--- src/design/fhpc_pkg.sv ---
package fhpc_pkg;

  // Fixed header geometry and check values.
  localparam int unsigned HDR_BYTES         = 48;
  localparam int unsigned W32_BASE          = 4;
  localparam int unsigned W64_BASE          = 16;
  localparam int unsigned N_WORDS           = 3;
  localparam int unsigned MAX_DATAGRAM_DEF  = 65535;
  localparam logic [4:0]  HDR_VERSION       = 5'd2;
  localparam logic [31:0] CRC_INIT          = 32'hFFFF_FFFF;
  localparam logic [31:0] CRC_POLY_REFL     = 32'h82F6_3B78;
  localparam logic [31:0] CRC_RESIDUE       = 32'hB798_B438;

  typedef enum logic [1:0] {
    ST_OK      = 2'd0,
    ST_SHORT   = 2'd1,
    ST_BAD_CRC = 2'd2,
    ST_BAD_VER = 2'd3
  } status_t;

  typedef struct packed {
    logic [7:0] data_byte;
    logic       last_byte;
  } in_item_t;

  typedef struct packed {
    status_t     status;
    logic [2:0]  priority_res;
    logic        end_of_transfer;
    logic        ack_request;
    logic [31:0] frame_number;
    logic [31:0] payload_offset;
    logic [31:0] transfer_size;
    logic [63:0] transfer_number;
    logic [63:0] sender_id;
    logic [63:0] topic_key;
    logic [15:0] payload_length;
  } out_item_t;

  // Contents of the input register as seen by the header stage.
  typedef struct packed {
    logic     valid;
    in_item_t item;
  } stage_t;

  // Reflected CRC-32C update by one byte, eight shift steps.
  function automatic logic [31:0] crc32c_byte(input logic [31:0] crc, input logic [7:0] b);
    logic [31:0] c;
    c = crc ^ {24'd0, b};
    for (int k = 0; k < 8; k++) begin
      if (c[0]) begin
        c = (c >> 1) ^ CRC_POLY_REFL;
      end else begin
        c = c >> 1;
      end
    end
    return c;
  endfunction

endpackage

--- src/design/fhpc_in_reg.sv ---
module fhpc_in_reg (
  input  logic               clk,
  input  logic               rst_n,
  input  logic               in_valid,
  output logic               in_ready,
  input  fhpc_pkg::in_item_t in_data,
  input  logic               advance,
  output fhpc_pkg::stage_t   stage
);

  logic               valid_r;
  logic               valid_nxt;
  fhpc_pkg::in_item_t item_r;

  // The register frees up in the same cycle its byte moves on.
  assign in_ready = !valid_r || advance;

  always_comb begin
    valid_nxt = valid_r;
    if (in_valid && in_ready) begin
      valid_nxt = 1'b1;
    end else if (advance) begin
      valid_nxt = 1'b0;
    end
  end

  always_ff @(posedge clk) begin
    if (!rst_n) begin
      valid_r <= 1'b0;
    end else begin
      valid_r <= valid_nxt;
    end
  end

  always_ff @(posedge clk) begin
    if (in_valid && in_ready) begin
      item_r <= in_data;
    end
  end

  assign stage.valid = valid_r;
  assign stage.item  = item_r;

endmodule

--- src/design/fhpc_hdr.sv ---
module fhpc_hdr #(
  parameter int unsigned MAX_DATAGRAM_BYTES = fhpc_pkg::MAX_DATAGRAM_DEF
) (
  input  logic                clk,
  input  logic                rst_n,
  input  fhpc_pkg::stage_t    stage,
  input  logic                out_free,
  output logic                advance,
  output logic                res_valid,
  output fhpc_pkg::out_item_t res_data
);

  localparam int unsigned CNT_W = $clog2(MAX_DATAGRAM_BYTES + 1);

  logic [CNT_W-1:0] cnt_r;
  logic [CNT_W-1:0] cnt_nxt;
  logic [CNT_W-1:0] cnt_sat;
  logic [31:0]      crc_r;
  logic [31:0]      crc_nxt;
  logic [31:0]      crc_after;
  logic             in_hdr;
  logic [7:0]       head_r;
  logic [7:0]       flag_r;
  logic [31:0]      w32_r [fhpc_pkg::N_WORDS];
  logic [63:0]      w64_r [fhpc_pkg::N_WORDS];

  // A final byte waits here until the result register can take its result.
  assign advance   = stage.valid && (!stage.item.last_byte || out_free);
  assign res_valid = advance && stage.item.last_byte;

  assign in_hdr    = cnt_r < CNT_W'(fhpc_pkg::HDR_BYTES);
  assign crc_after = in_hdr ? fhpc_pkg::crc32c_byte(crc_r, stage.item.data_byte) : crc_r;
  assign cnt_sat   = (cnt_r == CNT_W'(MAX_DATAGRAM_BYTES)) ? cnt_r : cnt_r + 1'b1;

  always_comb begin
    cnt_nxt = cnt_r;
    crc_nxt = crc_r;
    if (advance) begin
      if (stage.item.last_byte) begin
        cnt_nxt = '0;
        crc_nxt = fhpc_pkg::CRC_INIT;
      end else begin
        cnt_nxt = cnt_sat;
        crc_nxt = crc_after;
      end
    end
  end

  always_ff @(posedge clk) begin
    if (!rst_n) begin
      cnt_r <= '0;
      crc_r <= fhpc_pkg::CRC_INIT;
    end else begin
      cnt_r <= cnt_nxt;
      crc_r <= crc_nxt;
    end
  end

  // Every captured byte lane is written once per datagram before it is reported.
  always_ff @(posedge clk) begin
    if (advance) begin
      if (cnt_r == CNT_W'(0)) begin
        head_r <= stage.item.data_byte;
      end
      if (cnt_r == CNT_W'(1)) begin
        flag_r <= stage.item.data_byte;
      end
      for (int w = 0; w < fhpc_pkg::N_WORDS; w++) begin
        for (int k = 0; k < 4; k++) begin
          if (cnt_r == CNT_W'(fhpc_pkg::W32_BASE + 4 * w + k)) begin
            w32_r[w][8*k +: 8] <= stage.item.data_byte;
          end
        end
        for (int k = 0; k < 8; k++) begin
          if (cnt_r == CNT_W'(fhpc_pkg::W64_BASE + 8 * w + k)) begin
            w64_r[w][8*k +: 8] <= stage.item.data_byte;
          end
        end
      end
    end
  end

  // When the status is ok the final byte lies past byte 46, so the
  // registered fields are already complete.
  always_comb begin
    res_data = '0;
    if (cnt_sat < CNT_W'(fhpc_pkg::HDR_BYTES)) begin
      res_data.status = fhpc_pkg::ST_SHORT;
    end else if (crc_after != fhpc_pkg::CRC_RESIDUE) begin
      res_data.status = fhpc_pkg::ST_BAD_CRC;
    end else if (head_r[4:0] != fhpc_pkg::HDR_VERSION) begin
      res_data.status = fhpc_pkg::ST_BAD_VER;
    end else begin
      res_data.status          = fhpc_pkg::ST_OK;
      res_data.priority_res    = head_r[7:5];
      res_data.end_of_transfer = flag_r[0];
      res_data.ack_request     = flag_r[1];
      res_data.frame_number    = w32_r[0];
      res_data.payload_offset  = w32_r[1];
      res_data.transfer_size   = w32_r[2];
      res_data.transfer_number = w64_r[0];
      res_data.sender_id       = w64_r[1];
      res_data.topic_key       = w64_r[2];
      res_data.payload_length  = 16'(cnt_sat - CNT_W'(fhpc_pkg::HDR_BYTES));
    end
  end

  a_restart: assert property (@(posedge clk) disable iff (!rst_n)
    res_valid |=> (cnt_r == '0) && (crc_r == fhpc_pkg::CRC_INIT))
    else $error("header state not restored after a final byte");

  a_cnt_sat: assert property (@(posedge clk) disable iff (!rst_n)
    advance && !stage.item.last_byte && (cnt_r == CNT_W'(MAX_DATAGRAM_BYTES))
    |=> cnt_r == CNT_W'(MAX_DATAGRAM_BYTES))
    else $error("byte count left its saturation value");

endmodule

--- src/design/fhpc_out_reg.sv ---
module fhpc_out_reg (
  input  logic                clk,
  input  logic                rst_n,
  input  logic                res_valid,
  input  fhpc_pkg::out_item_t res_data,
  output logic                out_free,
  output logic                out_valid,
  input  logic                out_ready,
  output fhpc_pkg::out_item_t out_data
);

  logic                valid_r;
  logic                valid_nxt;
  fhpc_pkg::out_item_t data_r;

  assign out_free = !valid_r || out_ready;

  always_comb begin
    valid_nxt = valid_r;
    if (res_valid) begin
      valid_nxt = 1'b1;
    end else if (out_ready) begin
      valid_nxt = 1'b0;
    end
  end

  always_ff @(posedge clk) begin
    if (!rst_n) begin
      valid_r <= 1'b0;
    end else begin
      valid_r <= valid_nxt;
    end
  end

  always_ff @(posedge clk) begin
    if (res_valid) begin
      data_r <= res_data;
    end
  end

  assign out_valid = valid_r;
  assign out_data  = data_r;

endmodule

--- src/design/frame_header_parser_crc_check_top.sv ---
// Received-datagram header parser with CRC-32C check. Bytes of one datagram
// enter in order on the in_ channel, one transfer per byte, with last_byte set
// on the final byte. The first 48 bytes form the header: they run through a
// reflected CRC-32C (Castagnoli) and their little-endian fields are captured.
// The final byte of each datagram produces exactly one transfer on the out_
// channel; other bytes produce none. The status reports ok, a datagram shorter
// than the header, a CRC residue mismatch, or a version other than 2, checked
// in that order, and every other field is zero unless the status is ok. The
// payload length counts bytes after the header and saturates at
// MAX_DATAGRAM_BYTES minus 48. The block takes one byte per clock cycle with
// no gaps between datagrams, as long as no final byte is held back. A byte
// is registered in the input register; the header stage then updates the CRC
// with an eight-step bit loop and places the result in the output register,
// from which it is offered to the consumer. A waiting result only holds back
// a following final byte; ordinary bytes keep flowing while it waits.
module frame_header_parser_crc_check_top #(
  parameter int unsigned MAX_DATAGRAM_BYTES = fhpc_pkg::MAX_DATAGRAM_DEF
) (
  input  logic                clk,
  input  logic                rst_n,
  input  logic                in_valid,
  output logic                in_ready,
  input  fhpc_pkg::in_item_t  in_data,
  output logic                out_valid,
  input  logic                out_ready,
  output fhpc_pkg::out_item_t out_data
);

  // Handshake between the pipeline stages.
  fhpc_pkg::stage_t    stage;
  logic                advance;
  logic                out_free;
  logic                res_valid;
  fhpc_pkg::out_item_t res_data;

  // The input register decouples the byte source from the header stage.
  fhpc_in_reg u_in_reg (
    .clk      (clk),
    .rst_n    (rst_n),
    .in_valid (in_valid),
    .in_ready (in_ready),
    .in_data  (in_data),
    .advance  (advance),
    .stage    (stage)
  );

  // The header stage holds the byte count, the running CRC and the captured
  // fields, and forms the result on a final byte.
  fhpc_hdr #(
    .MAX_DATAGRAM_BYTES (MAX_DATAGRAM_BYTES)
  ) u_hdr (
    .clk       (clk),
    .rst_n     (rst_n),
    .stage     (stage),
    .out_free  (out_free),
    .advance   (advance),
    .res_valid (res_valid),
    .res_data  (res_data)
  );

  // The output register holds a result until the consumer takes it.
  fhpc_out_reg u_out_reg (
    .clk       (clk),
    .rst_n     (rst_n),
    .res_valid (res_valid),
    .res_data  (res_data),
    .out_free  (out_free),
    .out_valid (out_valid),
    .out_ready (out_ready),
    .out_data  (out_data)
  );

  // A new result must never overwrite one that is still waiting.
  a_no_overwrite: assert property (@(posedge clk) disable iff (!rst_n)
    !(res_valid && out_valid && !out_ready))
    else $error("result written over a waiting result");

  // Failed checks report nothing but their status.
  a_zero_fields: assert property (@(posedge clk) disable iff (!rst_n)
    out_valid && (out_data.status != fhpc_pkg::ST_OK)
    |-> (out_data.frame_number == '0) && (out_data.sender_id == '0)
        && (out_data.payload_length == '0) && (out_data.priority_res == '0))
    else $error("nonzero field on a failed header");

endmodule

--- config.mk ---
export PLATFORM = sky130hd
export DESIGN_NAME = frame_header_parser_crc_check_top
export DESIGN_NICKNAME = d
export VERILOG_FILES = /design/src/design/fhpc_pkg.sv /design/src/design/fhpc_in_reg.sv /design/src/design/fhpc_hdr.sv /design/src/design/fhpc_out_reg.sv /design/src/design/frame_header_parser_crc_check_top.sv
export SDC_FILE = /design/constraint.sdc
export NUM_CORES = 1
export LEC_CHECK = 0
export BUFFER_PORTS_ARGS = -buffer_cell sky130_fd_sc_hd__buf_2
export CAP_MARGIN = 40
export CORE_ASPECT_RATIO = 1.4
export CORE_MARGIN = 2
export CORE_UTILIZATION = 30
export DETAILED_ROUTE_END_ITERATION = 8
export HOLD_SLACK_MARGIN = 0.08
export PLACE_DENSITY_LB_ADDON = 0.25
export SYNTH_ARGS = -nofsm -noshare
export SYNTH_HDL_FRONTEND = slang
export SYNTH_HIERARCHICAL = 1
export SYNTH_SLANG_ARGS = --single-unit
--- constraint.sdc ---
create_clock -name clk -period 24.7 [get_ports clk]
set_input_delay 4.94 -clock clk [delete_from_list [all_inputs] [get_ports clk]]
set_output_delay 4.94 -clock clk [all_outputs]
set_load 0.005 [all_outputs]
Yosys cells after proc, flatten, opt, wreduce, memory -nomap -nowiden --
Memories as Yosys holds them, arrays and structs flattened. A register that Yosys moved wholly into a read port is not among the register bits. Cells that the tools add are included.
Cells by class: add/sub/neg operators 2, $lt $le $gt $ge 2, equality and inequality tests 40, muxes and demuxes 138, bitwise logic cells 9, reduce and logical (&&, ||, !) cells 19
Operator list (count):
- 32-bit two-way mux | 12
- 16-bit by 5-bit == test with 1-bit output (second input constant) | 16
- 16-bit NOT with 17-bit output | 8
- 16-bit by 4-bit == test with 1-bit output (second input constant) | 8
- 16-bit by 6-bit == test with 1-bit output (second input constant) | 8
- 64-bit two-way mux | 2
- 64-bit OR reduction | 2
- 1-bit two-way mux | 112
- 16-bit by 3-bit == test with 1-bit output (second input constant) | 4
- 32-bit OR reduction | 2
- 16-bit by 6-bit < comparator with 1-bit output (second input constant) | 2
- 16-bit two-way mux | 2
- 32-bit inequality test (second input constant) | 1
- 32-bit by 8-bit XOR with 32-bit output | 1
- 16-bit by 1-bit adder with 16-bit output (second input constant) | 1
- 16-bit by 1-bit == test with 1-bit output (second input constant) | 1
- 16-bit == test (second input constant) | 1
- 16-bit logical NOT | 1
- 8-bit two-way mux | 2
- 16-bit by 6-bit subtractor with 16-bit output (second input constant) | 1
- 2-bit two-way mux | 6
- 4-bit two-way mux | 2
- 5-bit by 2-bit inequality test with 1-bit output (second input constant) | 1
- 2-bit AND reduction | 2
- 5 further kinds | 12
Storage, ports and cells: register bits 92, bits in writable memories 288, memories kept 2
Memory list:
- u_hdr.w64_r | words 3, bits a word 64, rd ports 3, clocked after memory_dff 3, write ports 1, RTL line fhpc_hdr.sv:25 | logic [63:0] w64_r [fhpc_pkg::N_WORDS];
- u_hdr.w32_r | words 3, bits a word 32, rd ports 3, clocked after memory_dff 3, write ports 1, RTL line fhpc_hdr.sv:24 | logic [31:0] w32_r [fhpc_pkg::N_WORDS];

Depth between registers and ports, before layout --
depth in word-level cells 20, mapped depth 16, mapped depth without buffers 12

Cells and area by module --
The synthesis kept the hierarchy.
By module, submodules not included:
- fhpc_hdr | instances 1, cells each 1165, area an instance 15382.3 µm², seq. area each 9909.5 µm²
- fhpc_out_reg | instances 1, cells each 315, area an instance 9387.8 µm², seq. area each 9359.0 µm²
- fhpc_in_reg | instances 1, cells each 15, area an instance 335.3 µm², seq. area each 290.3 µm²

Least setup slack after synthesis --
OpenSTA, ideal clock, no wires.
path type input port to flip-flop, start in out_ready, end reg u_hdr.crc_r[27], setup time 80 ps, arrival time 19901 ps, data required time 24620 ps, slack 4719 ps, stages on the path 6, cell sequence nand2b_4 o21ai_0 nor2_1 nor2_1 clkbuf_1 o211ai_1
On the way: cells in the longest elaborated chain, start to end 3
Ends and longest elaborated chain:
- start, declared | RTL line frame_header_parser_crc_check_top.sv:25 | input logic out_ready,
- 1-bit logical OR | RTL line fhpc_out_reg.sv:16 | assign out_free = !valid_r || out_ready;
- 1-bit logical OR | RTL line fhpc_hdr.sv:28 | assign advance = stage.valid && (!stage.item.last_byte || out_free);
- 1-bit logical AND | RTL line fhpc_hdr.sv:28
- end signal, assigned | RTL line fhpc_hdr.sv:52 | crc_r <= fhpc_pkg::CRC_INIT;
- end signal, assigned | RTL line fhpc_hdr.sv:55 | crc_r <= crc_nxt;
- end, declared | RTL line fhpc_hdr.sv:18 | logic [31:0] crc_r;
No other way between the ends. A chain may end at the register's enable or synchronous reset.

Worst setup path after layout --
start in out_ready, end out in_ready
On the way: cells in the longest elaborated chain, start to end 4
Ends and longest elaborated chain:
- 1-bit logical OR | RTL line fhpc_out_reg.sv:16
- named net out_free | RTL line frame_header_parser_crc_check_top.sv:32 | logic out_free;
- 1-bit logical OR | RTL line fhpc_hdr.sv:28
- 1-bit logical AND | RTL line fhpc_hdr.sv:28
- named net advance | RTL line frame_header_parser_crc_check_top.sv:31 | logic advance;
- 1-bit logical OR | RTL line fhpc_in_reg.sv:16 | assign in_ready = !valid_r || advance;
- end, declared | RTL line frame_header_parser_crc_check_top.sv:22 | output logic in_ready,
The timed path passes the listed nets, and every way through them passes these cells.

==> flow_summary.toml <==
[clock_tree]
cts_buffers = 68
cts_resized = 0
cts_hold_buf = 0
clock_path_buffers = 3
cts_htree_levels = 3
root_buffer = "clkbuf_16"
post_cts_buffers = 0
clk_pin_slew_ps = 60
cts_tree = "done"
clk-insertion-delay-late_ps = 620
cts.sinks = 668

[outcome]
outcome = "finished, final reports clean"

[synth]
synth_cell_type_count = 63
synthFlopType = "edfxtp_1"
syn_nets = 1513
synth_warnings = 6
synth_area_um2 = 25110
synth_edf_count = 618
ys_ff_latch = 668
synthCells = 1495
syn_area_per_cell_um2 = 16.79
synth_seq_area_share_pct = 77.91
postSynth.asyncResetShare_pct = 0

[layout]
drive_above_1_share_pct = 24.75
fin_util_pct = 36.54
nets = 1870
area_growth_pct = 20.65
antenna_cells = 0
fin_cells = 2982
final_area_um2 = 30290

[timing]
hold_violations = 0
finalClockSkew_ps = 30.30
setup-tns-final_ps = 0
period_share_pct = 44.62
rsz0062_at_grt = "no"
slew_violations = 0
fmax_ghz = 0.09073
tightest_slew_ps = 1018
finalSetupViolations = 0
maxSlewHeadroom_pct = 32.12
fin_crit_ps = 11020

[floorplanning]
die_x_um = 248.5
fp-row-count = 125
dieArea_um2 = 86050
die_h_um = 346.3
pin_count = 326
start_util_pct = 30.29
core-area_um2 = 82890

[power]
ir_drop_uv = 39.85
power.switching_mw = 0.5925
power_leakage_nw = 11.64
p_per_area_nw_per_um2 = 85.25
p_sw_share_pct = 22.94
totalPowerFinal_mw = 2.582
intPower_mw = 1.990
p_comb_share_pct = 10.5
clkPwrFrac_pct = 40.5
sequentialPowerShare_pct = 49.0

[setup_path]
crit_start = "out_ready"
path_buf_inv = 4
crit_arrival_ps = 6080
r2r-start = "u_hdr/cnt_r[0]"
start_kind = "primary input"
max_stage_delay_ps = 290
rrSetupSlack_ps = 19460
cp_top_family = "buffers and inverters"
critical-path-slowest-cell = "buf_4"
end_kind = "primary output"
cp_max_fo = 23
crit_type = "primary input to primary output"
crit_chain = "buf_2 > nand2b_4 > o21ai_1 > buf_4 > inv_1 > nand2b_4 > buf_2"
required_ps = 19760

[global_routing]
use_met3_pct = 2.443
grt-ovfl-total = 0
antenna_found_initial = 3
top_usage_layer = "met2"
grt_use_met2_pct = 26.98
use_met1_pct = 18.06
grt_pass1_vias = 13557
track_usage_pct = 14.87
grt_pass1_wl_mm = 93.70
grt_max_degree = 173

[placement]
hpwl_mm = 41.38
portBuffers = 325
placed_cell_area_um2 = 28030
place.gp.congestion = 0.8402
dpl.cell_count = 2861

[routing]
drt-wirelength-per-cell_um = 21.76
ant_nets = 0
drtIter0Drc = 910
viasPerCell = 4.460
drc = 0
wirelength_mm = 64.88
vias = 13300
first_pass_iters = 4

[hold_path]
worstHoldStart = "u_hdr/crc_r[14]"
min_path_type = "register to register"

[job]
drv_cap = 0
## per-layer routing
| layer | up-vias | routed length (um) |
|---|---|---|
| met2 | 388 | 34530 |
| met1 | 6705 | 26200 |
| met3 | 76 | 2911 |
| met5 | - | 0 |
| met4 | 0 | 1244 |
| li1 | 6131 | - |
## state kept, by name, summed over array words and instances (netlist names)
name and cells:
u_in_reg/stage 9, u_out_reg/out_valid 1, u_hdr/w64_r 192, u_out_reg/out_data 311
u_in_reg/valid_r 1, u_hdr/flag_r 2, u_hdr/cnt_r 16, u_hdr/head_r 8
u_hdr/crc_r 32, u_hdr/w32_r 96
## cell type report
type / count / area, um2
well taps: 1079 / 1350
clock inverters: 38 / 395.4
flip-flops and latches: 668 / 19560
clock buffers: 83 / 1864
inverters: 15 / 56.30
multi-input cells: 746 / 5152
fillers: 7860 / 52600
repair buffers: 353 / 1912
## worst reg2reg max path: stages (launching register included)
cell	delay (ps)
dfxtp_1	490
ha_1	690
and2_1	300
nand3_1	390
inv_1	280
or3_1	150
xnor2_1	90
ha_1	240
o21ba_2	290
nor3b_1	520
nand4_1	360
and4bb_4	390
buf_4	350
and2_1	450
## stage by stage
step | hold slack (ps) | worst slack [ps]
after floorplan | 461.0 | 4719
after global placement | 485.5 | 13640
after detailed placement | 489.0 | 13680
after CTS | 501.7 | 13670
after global routing | 517.4 | 13590
final | 503.3 | 13680
## cells in the final DEF (no fill, tap or decap), types with 4 or more instances in the layout
master and n:
a31oi_1 4, clkbuf_1 10, and2_1 315, o21ai_0 8
and3_1 4, buf_2 329, nand3_1 20, buf_4 19
xnor2_1 43, nor2_1 62, nor2b_1 6, nor3b_1 4
nand2_1 74, clkbuf_16 73, bufinv_16 7, mux2i_1 7
edfxtp_1 618, nor4_1 5, clkinv_1 13, o211ai_1 27
nor3_1 12, a21oi_1 18, dfxtp_1 50, xnor3_1 23
a22oi_1 6, nand4_1 13, ha_1 5, inv_1 15
inv_6 4, a211oi_1 4, or3_1 9, xor2_1 18
o21a_1 4, xnor2_2 5, clkinv_2 9
## synth_stat cells (18+ instances only)
master | count | area, um2
nand3_1 | 20 | 100.1
xnor2_1 | 43 | 376.6
o211ai_1 | 27 | 202.7
clkbuf_1 | 37 | 138.9
xnor3_1 | 23 | 518.0
edfxtp_1 | 618 | 18560
xor2_1 | 18 | 157.7
nor2_1 | 63 | 236.5
nand2_1 | 74 | 277.8
a21oi_1 | 18 | 90.09
dfxtp_1 | 50 | 1001
and2_1 | 315 | 1971
## path summary, 6_finish.rpt
check | end | depth (start not counted)
max | in_ready | 7
min | u_hdr/crc_r[14] | 2
min reg2reg | u_hdr/crc_r[14] | 2
max reg2reg | u_out_reg/out_data[63] | 13
## logic make-up after synthesis
family          count (synthesis)  share of synthesized area [%]
compound gates                 90                          2.487
flops                         668                          77.91
simple gates                  549                          12.38
buf+inv                        81                          1.675
xor+xnor                       94                          4.974
fa+ha+maj                       5                         0.2492
mux                             8                         0.3240
## power groups by stage
stage                     clock network [mW]  registers (mW)  logic [mW]
after detailed placement                   0            1.29       0.273
after global routing                    1.12            1.27       0.292
after floorplan                            0            1.30       0.195
after CTS                               1.08            1.27       0.275
final                                   1.05            1.27       0.271
after global placement                     0            1.29       0.271
Note: power is estimated with default switching activity, not from simulation.
